[src/fat_cluster_sector_translator_unit_macros.svh]
// ----------------------------------------------------------------------------
// FAT sector translator assertion macros
// Shared concurrent assertion forms, clocked on clk, disabled in reset.
// ----------------------------------------------------------------------------
`ifndef FAT_CLUSTER_SECTOR_TRANSLATOR_UNIT_MACROS_SVH
`define FAT_CLUSTER_SECTOR_TRANSLATOR_UNIT_MACROS_SVH

// same-cycle implication
`define FCST_ASSERT_NOW(lbl, ante, cons, msg) \
    lbl: assert property (@(posedge clk) disable iff (!rst_n) (ante) |-> (cons)) \
        else $error(msg);

// next-cycle implication
`define FCST_ASSERT_NEXT(lbl, ante, cons, msg) \
    lbl: assert property (@(posedge clk) disable iff (!rst_n) (ante) |=> (cons)) \
        else $error(msg);

`endif

[src/fcst_pkg.sv]
// ----------------------------------------------------------------------------
// fcst_pkg
// Types, widths and codes shared by the FAT sector translator modules.
// ----------------------------------------------------------------------------
`default_nettype none

package fcst_pkg;

    localparam int unsigned CFG_DATA_W   = 32;
    localparam int unsigned CFG_INDEX_W  = 3;
    localparam int unsigned BPS_W        = 13;
    localparam int unsigned SPC_W        = 8;
    localparam int unsigned CLUSTER_W    = 32;
    localparam int unsigned SECT_W       = 8;
    localparam int unsigned BUF_W        = 32;
    localparam int unsigned OFFSET_W     = 44;
    localparam int unsigned COUNT_W      = 20;
    localparam int unsigned DSTART_W     = 40;
    localparam int unsigned SECT_SUM_W   = 41;
    localparam int unsigned RAW_COUNT_W  = BPS_W + SPC_W;
    localparam int unsigned DIV_W        = 32;
    localparam int unsigned DIV_CNT_W    = $clog2(DIV_W);

    localparam logic [CLUSTER_W-1:0]   FAT12_MAX_CLUSTERS = 32'd4085;
    localparam logic [CLUSTER_W-1:0]   FAT16_MAX_CLUSTERS = 32'd65525;
    localparam logic [RAW_COUNT_W-1:0] COUNT_MAX          = 21'h0FFFFF;

    typedef enum logic [CFG_INDEX_W-1:0] {
        REG_BYTES_PER_SECTOR    = 3'd0,
        REG_SECTORS_PER_CLUSTER = 3'd1,
        REG_RESERVED_SECTORS    = 3'd2,
        REG_FAT_COPIES          = 3'd3,
        REG_ROOT_ENTRY_COUNT    = 3'd4,
        REG_TOTAL_SECTORS       = 3'd5,
        REG_FAT_SIZE_SHORT      = 3'd6,
        REG_FAT_SIZE_LONG       = 3'd7
    } reg_index_t;

    typedef enum logic [1:0] {
        ST_OK         = 2'd0,
        ST_NO_CLUSTER = 2'd1,
        ST_BAD_RANGE  = 2'd2
    } status_t;

    typedef enum logic [1:0] {
        FT_FAT12 = 2'd0,
        FT_FAT16 = 2'd1,
        FT_FAT32 = 2'd2
    } fat_type_t;

    typedef enum logic [2:0] {
        LY_MUL,
        LY_ROOT_DIV,
        LY_SUM,
        LY_SUB,
        LY_CLUS_DIV,
        LY_TYPE,
        LY_DONE
    } layout_state_t;

    typedef struct packed {
        logic [BPS_W-1:0] bytes_per_sector;
        logic [SPC_W-1:0] sectors_per_cluster;
        logic [15:0]      reserved_sectors;
        logic [7:0]       fat_copies;
        logic [15:0]      root_entry_count;
        logic [31:0]      total_sectors;
        logic [15:0]      fat_size_short;
        logic [31:0]      fat_size_long;
    } cfg_t;

    typedef struct packed {
        logic                  ready;
        logic [DSTART_W-1:0]   data_start;
        logic [CLUSTER_W-1:0]  clusters;
        fat_type_t             fat_type;
    } layout_t;

    typedef struct packed {
        logic ld_root;
        logic step;
        logic sum;
        logic ld_clus;
        logic fin;
    } layout_ctl_t;

endpackage

`default_nettype wire

[src/fcst_layout.sv]
// ----------------------------------------------------------------------------
// fcst_layout
// Derives the volume layout from the boot-sector registers with a shared
// radix-2 restoring divider; restarts on every register write.
// ----------------------------------------------------------------------------
`default_nettype none
`include "fat_cluster_sector_translator_unit_macros.svh"

module fcst_layout
    import fcst_pkg::*;
(
    input  wire logic    clk,
    input  wire logic    rst_n,
    input  wire logic    cfg_write,
    input  wire cfg_t    cfg,
    output layout_t      layout
);

    layout_state_t          state_reg;
    layout_state_t          state_next;
    layout_ctl_t            ctl;

    logic [DIV_CNT_W-1:0]   cnt_reg;
    logic [DIV_W-1:0]       quo_reg;
    logic [BPS_W-1:0]       rem_reg;
    logic [BPS_W-1:0]       div_reg;
    logic [DSTART_W-1:0]    fat_area_reg;
    logic [DSTART_W-1:0]    data_start_reg;
    logic [CLUSTER_W-1:0]   clusters_reg;
    fat_type_t              fat_type_reg;

    logic [31:0]            fat_size;
    logic [21:0]            root_num;
    logic [BPS_W:0]         rem_sh;
    logic                   rem_ge;
    logic [21:0]            root_secs;
    logic [DSTART_W:0]      start_sum;
    logic [31:0]            data_secs;
    logic [CLUSTER_W-1:0]   clus_q;

    assign fat_size  = (cfg.fat_size_short != 16'd0) ? 32'(cfg.fat_size_short)
                                                     : cfg.fat_size_long;
    assign root_num  = {1'b0, cfg.root_entry_count, 5'b0} + 22'(cfg.bytes_per_sector) - 22'd1;
    assign rem_sh    = {rem_reg, quo_reg[DIV_W-1]};
    assign rem_ge    = rem_sh >= {1'b0, div_reg};
    assign root_secs = (cfg.bytes_per_sector == '0) ? '0 : quo_reg[21:0];
    assign start_sum = 41'(cfg.reserved_sectors) + 41'(fat_area_reg) + 41'(root_secs);
    assign data_secs = (41'(cfg.total_sectors) > 41'(data_start_reg))
                     ? cfg.total_sectors - data_start_reg[31:0] : 32'd0;
    assign clus_q    = (cfg.sectors_per_cluster == '0) ? '0 : quo_reg;

    // next state
    always_comb
    begin
        state_next = state_reg;
        if (cfg_write)
        begin
            state_next = LY_MUL;
        end
        else
        begin
            unique case (state_reg)
                LY_MUL:      state_next = LY_ROOT_DIV;
                LY_ROOT_DIV: state_next = (cnt_reg == '1) ? LY_SUM : LY_ROOT_DIV;
                LY_SUM:      state_next = LY_SUB;
                LY_SUB:      state_next = LY_CLUS_DIV;
                LY_CLUS_DIV: state_next = (cnt_reg == '1) ? LY_TYPE : LY_CLUS_DIV;
                LY_TYPE:     state_next = LY_DONE;
                LY_DONE:     state_next = LY_DONE;
                default:     state_next = LY_MUL;
            endcase
        end
    end

    // controls
    always_comb
    begin
        ctl = '0;
        unique case (state_reg)
            LY_MUL:      ctl.ld_root = 1'b1;
            LY_ROOT_DIV: ctl.step    = 1'b1;
            LY_SUM:      ctl.sum     = 1'b1;
            LY_SUB:      ctl.ld_clus = 1'b1;
            LY_CLUS_DIV: ctl.step    = 1'b1;
            LY_TYPE:     ctl.fin     = 1'b1;
            LY_DONE:     ctl         = '0;
            default:     ctl         = '0;
        endcase
    end

    always_ff @(posedge clk or negedge rst_n)
    begin
        if (!rst_n)
        begin
            state_reg <= LY_MUL;
            cnt_reg   <= '0;
        end
        else
        begin
            state_reg <= state_next;
            if (ctl.step)
            begin
                cnt_reg <= cnt_reg + 1'b1;
            end
            else
            begin
                cnt_reg <= '0;
            end
        end
    end

    always_ff @(posedge clk)
    begin
        if (ctl.ld_root)
        begin
            fat_area_reg <= 40'(fat_size) * 40'(cfg.fat_copies);
            quo_reg      <= 32'(root_num);
            rem_reg      <= '0;
            div_reg      <= cfg.bytes_per_sector;
        end
        else if (ctl.ld_clus)
        begin
            quo_reg <= data_secs;
            rem_reg <= '0;
            div_reg <= BPS_W'(cfg.sectors_per_cluster);
        end
        else if (ctl.step)
        begin
            quo_reg <= {quo_reg[DIV_W-2:0], rem_ge};
            rem_reg <= rem_ge ? BPS_W'(rem_sh - {1'b0, div_reg}) : rem_sh[BPS_W-1:0];
        end
        if (ctl.sum)
        begin
            data_start_reg <= start_sum[DSTART_W-1:0];
        end
        if (ctl.fin)
        begin
            clusters_reg <= clus_q;
            if (clus_q <= FAT12_MAX_CLUSTERS)
            begin
                fat_type_reg <= FT_FAT12;
            end
            else if (clus_q <= FAT16_MAX_CLUSTERS)
            begin
                fat_type_reg <= FT_FAT16;
            end
            else
            begin
                fat_type_reg <= FT_FAT32;
            end
        end
    end

    assign layout.ready      = (state_reg == LY_DONE);
    assign layout.data_start = data_start_reg;
    assign layout.clusters   = clusters_reg;
    assign layout.fat_type   = fat_type_reg;

    `FCST_ASSERT_NEXT(a_cfg_restart, cfg_write, !layout.ready, "layout not rebuilt after write")
    `FCST_ASSERT_NOW(a_fat12_class, layout.ready && (layout.clusters <= FAT12_MAX_CLUSTERS), layout.fat_type == FT_FAT12, "small volume not FAT12")
    `FCST_ASSERT_NOW(a_spc_zero, layout.ready && (cfg.sectors_per_cluster == '0), layout.clusters == '0, "clusters with empty cluster size")

endmodule

`default_nettype wire

[src/fcst_req_pipe.sv]
// ----------------------------------------------------------------------------
// fcst_req_pipe
// Three-stage request pipeline: bounds check and cluster scaling, sector sum
// and byte count, byte offset and buffer clip into the output register.
// ----------------------------------------------------------------------------
`default_nettype none
`include "fat_cluster_sector_translator_unit_macros.svh"

module fcst_req_pipe
    import fcst_pkg::*;
(
    input  wire logic                  clk,
    input  wire logic                  rst_n,
    input  wire logic [BPS_W-1:0]      bytes_per_sector,
    input  wire logic [SPC_W-1:0]      sectors_per_cluster,
    input  wire layout_t               layout,
    input  wire logic                  in_valid,
    output      logic                  in_stall,
    input  wire logic [CLUSTER_W-1:0]  cluster_index,
    input  wire logic [SECT_W-1:0]     first_sector,
    input  wire logic [SECT_W-1:0]     sector_count,
    input  wire logic [BUF_W-1:0]      buffer_bytes,
    output      logic                  out_valid,
    input  wire logic                  out_stall,
    output      logic [1:0]            status,
    output      logic [OFFSET_W-1:0]   byte_offset,
    output      logic [COUNT_W-1:0]    byte_count,
    output      logic [SECT_W-1:0]     sectors_used,
    output      logic [1:0]            fat_type,
    output      logic [CLUSTER_W-1:0]  cluster_total,
    output      logic [DSTART_W-1:0]   data_start_sector
);

    logic                    advance;
    logic                    accept;

    logic                    s1_valid_reg;
    status_t                 s1_status_reg;
    logic [SECT_W-1:0]       s1_used_reg;
    logic [DSTART_W-1:0]     s1_cl_spc_reg;
    logic [SECT_W-1:0]       s1_first_reg;
    logic [BUF_W-1:0]        s1_buf_reg;

    logic                    s2_valid_reg;
    status_t                 s2_status_reg;
    logic [SECT_W-1:0]       s2_used_reg;
    logic [SECT_SUM_W-1:0]   s2_sect_reg;
    logic [RAW_COUNT_W-1:0]  s2_raw_reg;
    logic [BUF_W-1:0]        s2_buf_reg;

    logic                    s3_valid_reg;
    status_t                 s3_status_reg;
    logic [OFFSET_W-1:0]     s3_offset_reg;
    logic [COUNT_W-1:0]      s3_count_reg;
    logic [SECT_W-1:0]       s3_used_reg;
    fat_type_t               s3_type_reg;
    logic [CLUSTER_W-1:0]    s3_clusters_reg;
    logic [DSTART_W-1:0]     s3_dstart_reg;

    status_t                 s1_status_next;
    logic [SECT_W-1:0]       s1_used_next;
    logic [SECT_W-1:0]       room;
    logic [53:0]             offset_prod;
    logic [COUNT_W-1:0]      count_sat;
    logic [COUNT_W-1:0]      count_clip;
    logic                    s2_ok;

    assign advance  = !(s3_valid_reg && out_stall);
    assign in_stall = !advance || !layout.ready;
    assign accept   = in_valid && !in_stall;

    // stage 1: bounds
    assign room = sectors_per_cluster - first_sector;

    always_comb
    begin
        s1_status_next = ST_OK;
        s1_used_next   = '0;
        priority if (cluster_index >= layout.clusters)
        begin
            s1_status_next = ST_NO_CLUSTER;
        end
        else if (first_sector >= sectors_per_cluster)
        begin
            s1_status_next = ST_BAD_RANGE;
        end
        else if (sector_count == '0)
        begin
            s1_used_next = room;
        end
        else if (sector_count > room)
        begin
            s1_status_next = ST_BAD_RANGE;
        end
        else
        begin
            s1_used_next = sector_count;
        end
    end

    // stage 3: offset and clip
    assign s2_ok       = (s2_status_reg == ST_OK);
    assign offset_prod = 54'(s2_sect_reg) * 54'(bytes_per_sector);
    assign count_sat   = (s2_raw_reg > COUNT_MAX) ? COUNT_MAX[COUNT_W-1:0]
                                                  : s2_raw_reg[COUNT_W-1:0];
    assign count_clip  = (BUF_W'(count_sat) > s2_buf_reg) ? s2_buf_reg[COUNT_W-1:0]
                                                          : count_sat;

    always_ff @(posedge clk or negedge rst_n)
    begin
        if (!rst_n)
        begin
            s1_valid_reg <= 1'b0;
            s2_valid_reg <= 1'b0;
            s3_valid_reg <= 1'b0;
        end
        else if (advance)
        begin
            s1_valid_reg <= accept;
            s2_valid_reg <= s1_valid_reg;
            s3_valid_reg <= s2_valid_reg;
        end
    end

    always_ff @(posedge clk)
    begin
        if (advance)
        begin
            s1_status_reg   <= s1_status_next;
            s1_used_reg     <= s1_used_next;
            s1_cl_spc_reg   <= 40'(cluster_index) * 40'(sectors_per_cluster);
            s1_first_reg    <= first_sector;
            s1_buf_reg      <= buffer_bytes;

            s2_status_reg   <= s1_status_reg;
            s2_used_reg     <= s1_used_reg;
            s2_sect_reg     <= 41'(layout.data_start) + 41'(s1_cl_spc_reg)
                             + 41'(s1_first_reg);
            s2_raw_reg      <= 21'(s1_used_reg) * 21'(bytes_per_sector);
            s2_buf_reg      <= s1_buf_reg;

            s3_status_reg   <= s2_status_reg;
            s3_offset_reg   <= s2_ok ? offset_prod[OFFSET_W-1:0] : '0;
            s3_count_reg    <= s2_ok ? count_clip : '0;
            s3_used_reg     <= s2_used_reg;
            s3_type_reg     <= layout.fat_type;
            s3_clusters_reg <= layout.clusters;
            s3_dstart_reg   <= layout.data_start;
        end
    end

    assign out_valid         = s3_valid_reg;
    assign status            = s3_status_reg;
    assign byte_offset       = s3_offset_reg;
    assign byte_count        = s3_count_reg;
    assign sectors_used      = s3_used_reg;
    assign fat_type          = s3_type_reg;
    assign cluster_total     = s3_clusters_reg;
    assign data_start_sector = s3_dstart_reg;

    `FCST_ASSERT_NOW(a_reject_zero, s3_valid_reg && (s3_status_reg != ST_OK), (s3_offset_reg == '0) && (s3_count_reg == '0) && (s3_used_reg == '0), "rejected request carries data")
    `FCST_ASSERT_NOW(a_ok_used, s3_valid_reg && (s3_status_reg == ST_OK), s3_used_reg != '0, "accepted request with no sectors")
    `FCST_ASSERT_NEXT(a_s2_hold, s2_valid_reg && !advance, s2_valid_reg, "stage 2 lost under stall")

endmodule

`default_nettype wire

[src/fat_cluster_sector_translator_unit.sv]
// Transfers pass every pipeline register; one per cycle unless out_stall or a rebuild stalls.
// After reset and after every register write the layout is rebuilt by a shared
// 32-step restoring divider (root sectors, then cluster count), with in_stall high meanwhile.
// Reset: registers return to their boot defaults, pipeline valid bits clear.
// ----------------------------------------------------------------------------
// fat_cluster_sector_translator_unit
// Maps a data cluster and sector range to an absolute byte offset and count
// on a FAT12/16/32 volume described by the configuration registers.
// ----------------------------------------------------------------------------
`default_nettype none

module fat_cluster_sector_translator_unit
    import fcst_pkg::*;
(
    input  wire logic                    clk,
    input  wire logic                    rst_n,
    input  wire logic                    cfg_write,
    input  wire logic [CFG_INDEX_W-1:0]  cfg_index,
    input  wire logic [CFG_DATA_W-1:0]   cfg_data,
    input  wire logic                    in_valid,
    output      logic                    in_stall,
    input  wire logic [CLUSTER_W-1:0]    cluster_index,
    input  wire logic [SECT_W-1:0]       first_sector,
    input  wire logic [SECT_W-1:0]       sector_count,
    input  wire logic [BUF_W-1:0]        buffer_bytes,
    output      logic                    out_valid,
    input  wire logic                    out_stall,
    output      logic [1:0]              status,
    output      logic [OFFSET_W-1:0]     byte_offset,
    output      logic [COUNT_W-1:0]      byte_count,
    output      logic [SECT_W-1:0]       sectors_used,
    output      logic [1:0]              fat_type,
    output      logic [CLUSTER_W-1:0]    cluster_total,
    output      logic [DSTART_W-1:0]     data_start_sector
);

    cfg_t     cfg_reg;
    layout_t  layout;

    always_ff @(posedge clk or negedge rst_n)
    begin
        if (!rst_n)
        begin
            cfg_reg.bytes_per_sector    <= 13'd512;
            cfg_reg.sectors_per_cluster <= 8'd1;
            cfg_reg.reserved_sectors    <= 16'd1;
            cfg_reg.fat_copies          <= 8'd2;
            cfg_reg.root_entry_count    <= 16'd512;
            cfg_reg.total_sectors       <= 32'd0;
            cfg_reg.fat_size_short      <= 16'd0;
            cfg_reg.fat_size_long       <= 32'd0;
        end
        else if (cfg_write)
        begin
            unique case (reg_index_t'(cfg_index))
                REG_BYTES_PER_SECTOR:    cfg_reg.bytes_per_sector    <= cfg_data[BPS_W-1:0];
                REG_SECTORS_PER_CLUSTER: cfg_reg.sectors_per_cluster <= cfg_data[SPC_W-1:0];
                REG_RESERVED_SECTORS:    cfg_reg.reserved_sectors    <= cfg_data[15:0];
                REG_FAT_COPIES:          cfg_reg.fat_copies          <= cfg_data[7:0];
                REG_ROOT_ENTRY_COUNT:    cfg_reg.root_entry_count    <= cfg_data[15:0];
                REG_TOTAL_SECTORS:       cfg_reg.total_sectors       <= cfg_data;
                REG_FAT_SIZE_SHORT:      cfg_reg.fat_size_short      <= cfg_data[15:0];
                REG_FAT_SIZE_LONG:       cfg_reg.fat_size_long       <= cfg_data;
                default:                 cfg_reg                     <= cfg_reg;
            endcase
        end
    end

    fcst_layout u_layout
    (
        .clk       (clk),
        .rst_n     (rst_n),
        .cfg_write (cfg_write),
        .cfg       (cfg_reg),
        .layout    (layout)
    );

    fcst_req_pipe u_req_pipe
    (
        .clk                 (clk),
        .rst_n               (rst_n),
        .bytes_per_sector    (cfg_reg.bytes_per_sector),
        .sectors_per_cluster (cfg_reg.sectors_per_cluster),
        .layout              (layout),
        .in_valid            (in_valid),
        .in_stall            (in_stall),
        .cluster_index       (cluster_index),
        .first_sector        (first_sector),
        .sector_count        (sector_count),
        .buffer_bytes        (buffer_bytes),
        .out_valid           (out_valid),
        .out_stall           (out_stall),
        .status              (status),
        .byte_offset         (byte_offset),
        .byte_count          (byte_count),
        .sectors_used        (sectors_used),
        .fat_type            (fat_type),
        .cluster_total       (cluster_total),
        .data_start_sector   (data_start_sector)
    );

endmodule

`default_nettype wire

[config.mk]
export PLATFORM = sky130hd
export DESIGN_NAME = fat_cluster_sector_translator_unit
export DESIGN_NICKNAME = d
export VERILOG_FILES = /design/src/fcst_pkg.sv /design/src/fcst_layout.sv /design/src/fcst_req_pipe.sv /design/src/fat_cluster_sector_translator_unit.sv
export VERILOG_INCLUDE_DIRS = /design/src /design/src/src
export SDC_FILE = /design/constraint.sdc
export NUM_CORES = 2
export LEC_CHECK = 0
export ABC_CLOCK_PERIOD_IN_PS = 16800
export BUFFER_PORTS_ARGS = -buffer_cell sky130_fd_sc_hd__buf_2
export CAP_MARGIN = 20
export CORE_UTILIZATION = 50
export CTS_CLUSTER_SIZE = 16
export DETAILED_ROUTE_END_ITERATION = 6
export GPL_TIMING_DRIVEN = 0
export PLACE_DENSITY = 0.75
export SYNTH_ARGS = -nofsm -noshare
export SYNTH_HDL_FRONTEND = slang
export SYNTH_SLANG_ARGS = --single-unit
[constraint.sdc]
create_clock -name clk -period 16.8 [get_ports clk]
set_clock_uncertainty 0.05 [all_clocks]
set_input_delay 0.84 -clock clk [delete_from_list [all_inputs] [get_ports clk]]
set_output_delay 0.84 -clock clk [all_outputs]
set_load 0.05 [all_outputs]
==> impl_metrics.yaml <==
status:
  status: "complete, but fails checks"
  violations: "DRC"
floorplan:
  rows: 132
  fp.dieArea_mm2: 0.132
  start_util_pct: 50.4
  core_mm2: 0.130
  die_h_um: 364
  pin_count: 270
  die_w_um: 364
cells_and_area:
  multi_input_area_mm2: 0.0417
  final_common_cell: "inv_1"
  fillCellCount: 11265
  final_nets: 8195
  ff_latch_area_mm2: 0.0190
  largest_reg_flops: 141
  drive_above_1_share_pct: 8.63
  stdcell_count: 8585
  final_cell_mix: "inv_1 (1018), fa_1 (842), nand2_1 (736)"
  syn_to_final_growth_pct: 9.90
clock_tree:
  cts_buffers: 80
  cts_root_buffer: "clkbuf_16"
  cts_num_sinks: 666
  clock_latency_ns: 0.72
  clk_path_buf_depth: 3
  cts_max_level: 3
  postCtsSetupRepairBufs: 0
  cts_tree: "done"
  clkTransAtPathRegs_ns: 0.06
timing:
  period_needed_ns: 8.14
  setup_tns_ns: 0
  tightest_slew_ns: 1.10
  drv_slew: 0
  fin_ws_ns: 8.66
  slew_headroom_pct: 26.4
  fin_hold_ws_ns: 0.256
  fin_crit_sh_pct: 48.4
  final_hold_viol_count: 0
  fmax_mhz: 123
  rsz0062_at_grt: "no"
  setup_viol: 0
job:
  drv_cap: 0
synthesis:
  synth-seq-area-share_pct: 29.1
  synth_cell_types: 92
  syn_area_mm2: 0.0654
  async_flop_share_pct: 22.8
  netlist_instances: 6398
  synth_ff_type: "edfxtp_1"
  synth_edf_count: 491
  synth_warnings: 0
  synth_nets: 7833
  ys_ff_latch: 666
  synth_area_per_cell_um2: 10.2
drt:
  vias_per_cell: 5.61
  totalWireLength_mm: 188
  drc: 1
  via_count: 48204
  wl_per_cell_um: 21.9
  detail-route-antenna-nets: 0
  detail_route.iter0.violations: 3921
  dr.pass1.iters: 7
worst_setup_path:
  reg2regPathDepth: 22
  reg2reg_slack_ns: 8.66
  cp_max_fo: 10
  cp_data_arrival_time_ns: 8.50
  crit_type: "reg2reg"
  worstSetupStartpointType: "flop"
  reg2reg_from: "cfg_reg[131]"
  cp.required_ns: 17.16
  end_kind: "flop"
  r2r_end: "u_req_pipe.byte_offset[42]"
worst_hold_path:
  worstHoldStart: "buffer_bytes[5]"
  hold_path.class: "in2reg"
  worstHoldPathCells: 1
  min_to: "u_req_pipe.s1_buf_reg[5]"
placed_design:
  preCtsSetupSlack_ns: 8.79
  dp_cells: 8419
  place_hpwl_mm: 151
  numPortBuffers: 266
  gp_congestion: 0.997
global_route:
  grt_max_degree: 99
  grt_pass1_vias: 49569
  grt_antenna_before_repair: 19
  use_met3_pct: 6.19
  grt_use_met2_pct: 47.0
  grt_pass1_wl_mm: 288
  grt_util_all_layers_pct: 28.8
  gr-max-usage-layer: "met2"
  met1_usage_pct: 36.4
  overflow: 0
## worst max path at each step
stage / slack, ns / end / cells after the start / start
5_1_grt: 8.36 / u_req_pipe.byte_offset[40] / 22 / cfg_reg[131]
3_3_place_gp: 4.36 / u_req_pipe.data_start_sector[18] / 2 / out_stall
3_5_place_dp: 8.79 / u_req_pipe.byte_offset[42] / 22 / cfg_reg[131]
2_1_floorplan: 7.51 / u_req_pipe.s2_valid_reg / 2 / out_stall
6_report: 8.66 / u_req_pipe.byte_offset[42] / 22 / cfg_reg[131]
4_1_cts: 8.77 / u_req_pipe.byte_offset[42] / 22 / cfg_reg[131]
## cells by family after synthesis
group	synth area share, %
AOI/OAI and AO/OA	8.34
buffers and inverters	7.22
DFF	29.1
adders and majority gates	34.8
and+or+nand+nor	14.7
muxes	2.42
xor gates and xnor gates	3.42
## per-layer routing
| layer | up-vias | routed length (µm) |
|---|---|---|
| li1 | 21540 | - |
| met5 | - | 136 |
| met4 | 20 | 9840 |
| met2 | 1916 | 87800 |
| met1 | 24296 | 73500 |
| met3 | 432 | 16400 |
## synth_stat cells (10+ instances only)
| master | n | area (µm²) |
|---|---|---|
| ha_1 | 473 | 5920 |
| nor3_1 | 43 | 215 |
| o21bai_1 | 30 | 225 |
| nor2_1 | 222 | 833 |
| and2_1 | 404 | 2530 |
| o31ai_1 | 10 | 75.1 |
| dfrtp_1 | 147 | 3680 |
| o21a_1 | 48 | 360 |
| a21o_1 | 106 | 796 |
| nand2b_1 | 61 | 382 |
| nand4_1 | 32 | 200 |
| xnor2_1 | 179 | 1570 |
| a22oi_1 | 27 | 203 |
| clkbuf_1 | 222 | 833 |
| or2_2 | 24 | 150 |
| mux2_2 | 111 | 1250 |
| xor2_1 | 76 | 666 |
| nand2_1 | 737 | 2770 |
| nand3_1 | 58 | 290 |
| mux2i_1 | 33 | 330 |
| fa_1 | 842 | 16900 |
| and3_1 | 119 | 744 |
| edfxtp_1 | 491 | 14700 |
| a31oi_1 | 25 | 156 |
| o21ai_1 | 14 | 70.1 |
| a211oi_1 | 25 | 188 |
| nor4_1 | 26 | 163 |
| nor2b_1 | 152 | 951 |
| o31a_1 | 11 | 96.3 |
| o211ai_1 | 21 | 158 |
| a21oi_1 | 238 | 1190 |
| inv_1 | 1018 | 3820 |
| dfxtp_1 | 23 | 460 |
| o21ai_0 | 182 | 911 |
## critical path, cell delays in order, from the launching register on
cell and delay (ns):
dfrtp_1 0.59, clkbuf_1 0.86, clkbuf_1 0.81, nand2_1 0.16, fa_1 0.54, inv_1 0.05
fa_1 0.47, fa_1 0.52, inv_1 0.06, fa_1 0.53, inv_1 0.05, fa_1 0.47
ha_1 0.37, a21o_1 0.20, and3_1 0.16, o21ai_0 0.22, nand3_1 0.22, a31oi_1 0.45
o211ai_1 0.28, a21oi_1 0.35, o21ai_0 0.21, xnor2_1 0.17, nor2_1 0.05
## cell type report
cell class                      count  area share (%)
Buffer                            235            1.26
Antenna cell                       15          0.0522
Tap cell                         1742            3.03
Multi-Input combinational cell   4479            58.0
Inverter                         1018            5.32
Clock buffer                       98            2.94
Sequential cell                   666            26.5
Clock inverter                     52           0.737
Timing Repair Buffer              280            2.22
## stage by stage
step	cell area, µm²	utilization, %
2_1_floorplan	65400	-
3_5_place_dp	69200	53.4
6_report	71900	55.4
3_3_place_gp	68900	53.1
4_1_cts	71800	55.4
5_1_grt	71800	55.4
## what timing repair did
item | 4_1_cts | 5_1_grt
gates resized for setup | 0 | 0
endpoints found under the hold margin | 11 | 0
hold buffers | 1 | 0
Power is not shown: default switching activity piles up to over one toggle a cycle in this logic, so the estimate is an artifact.
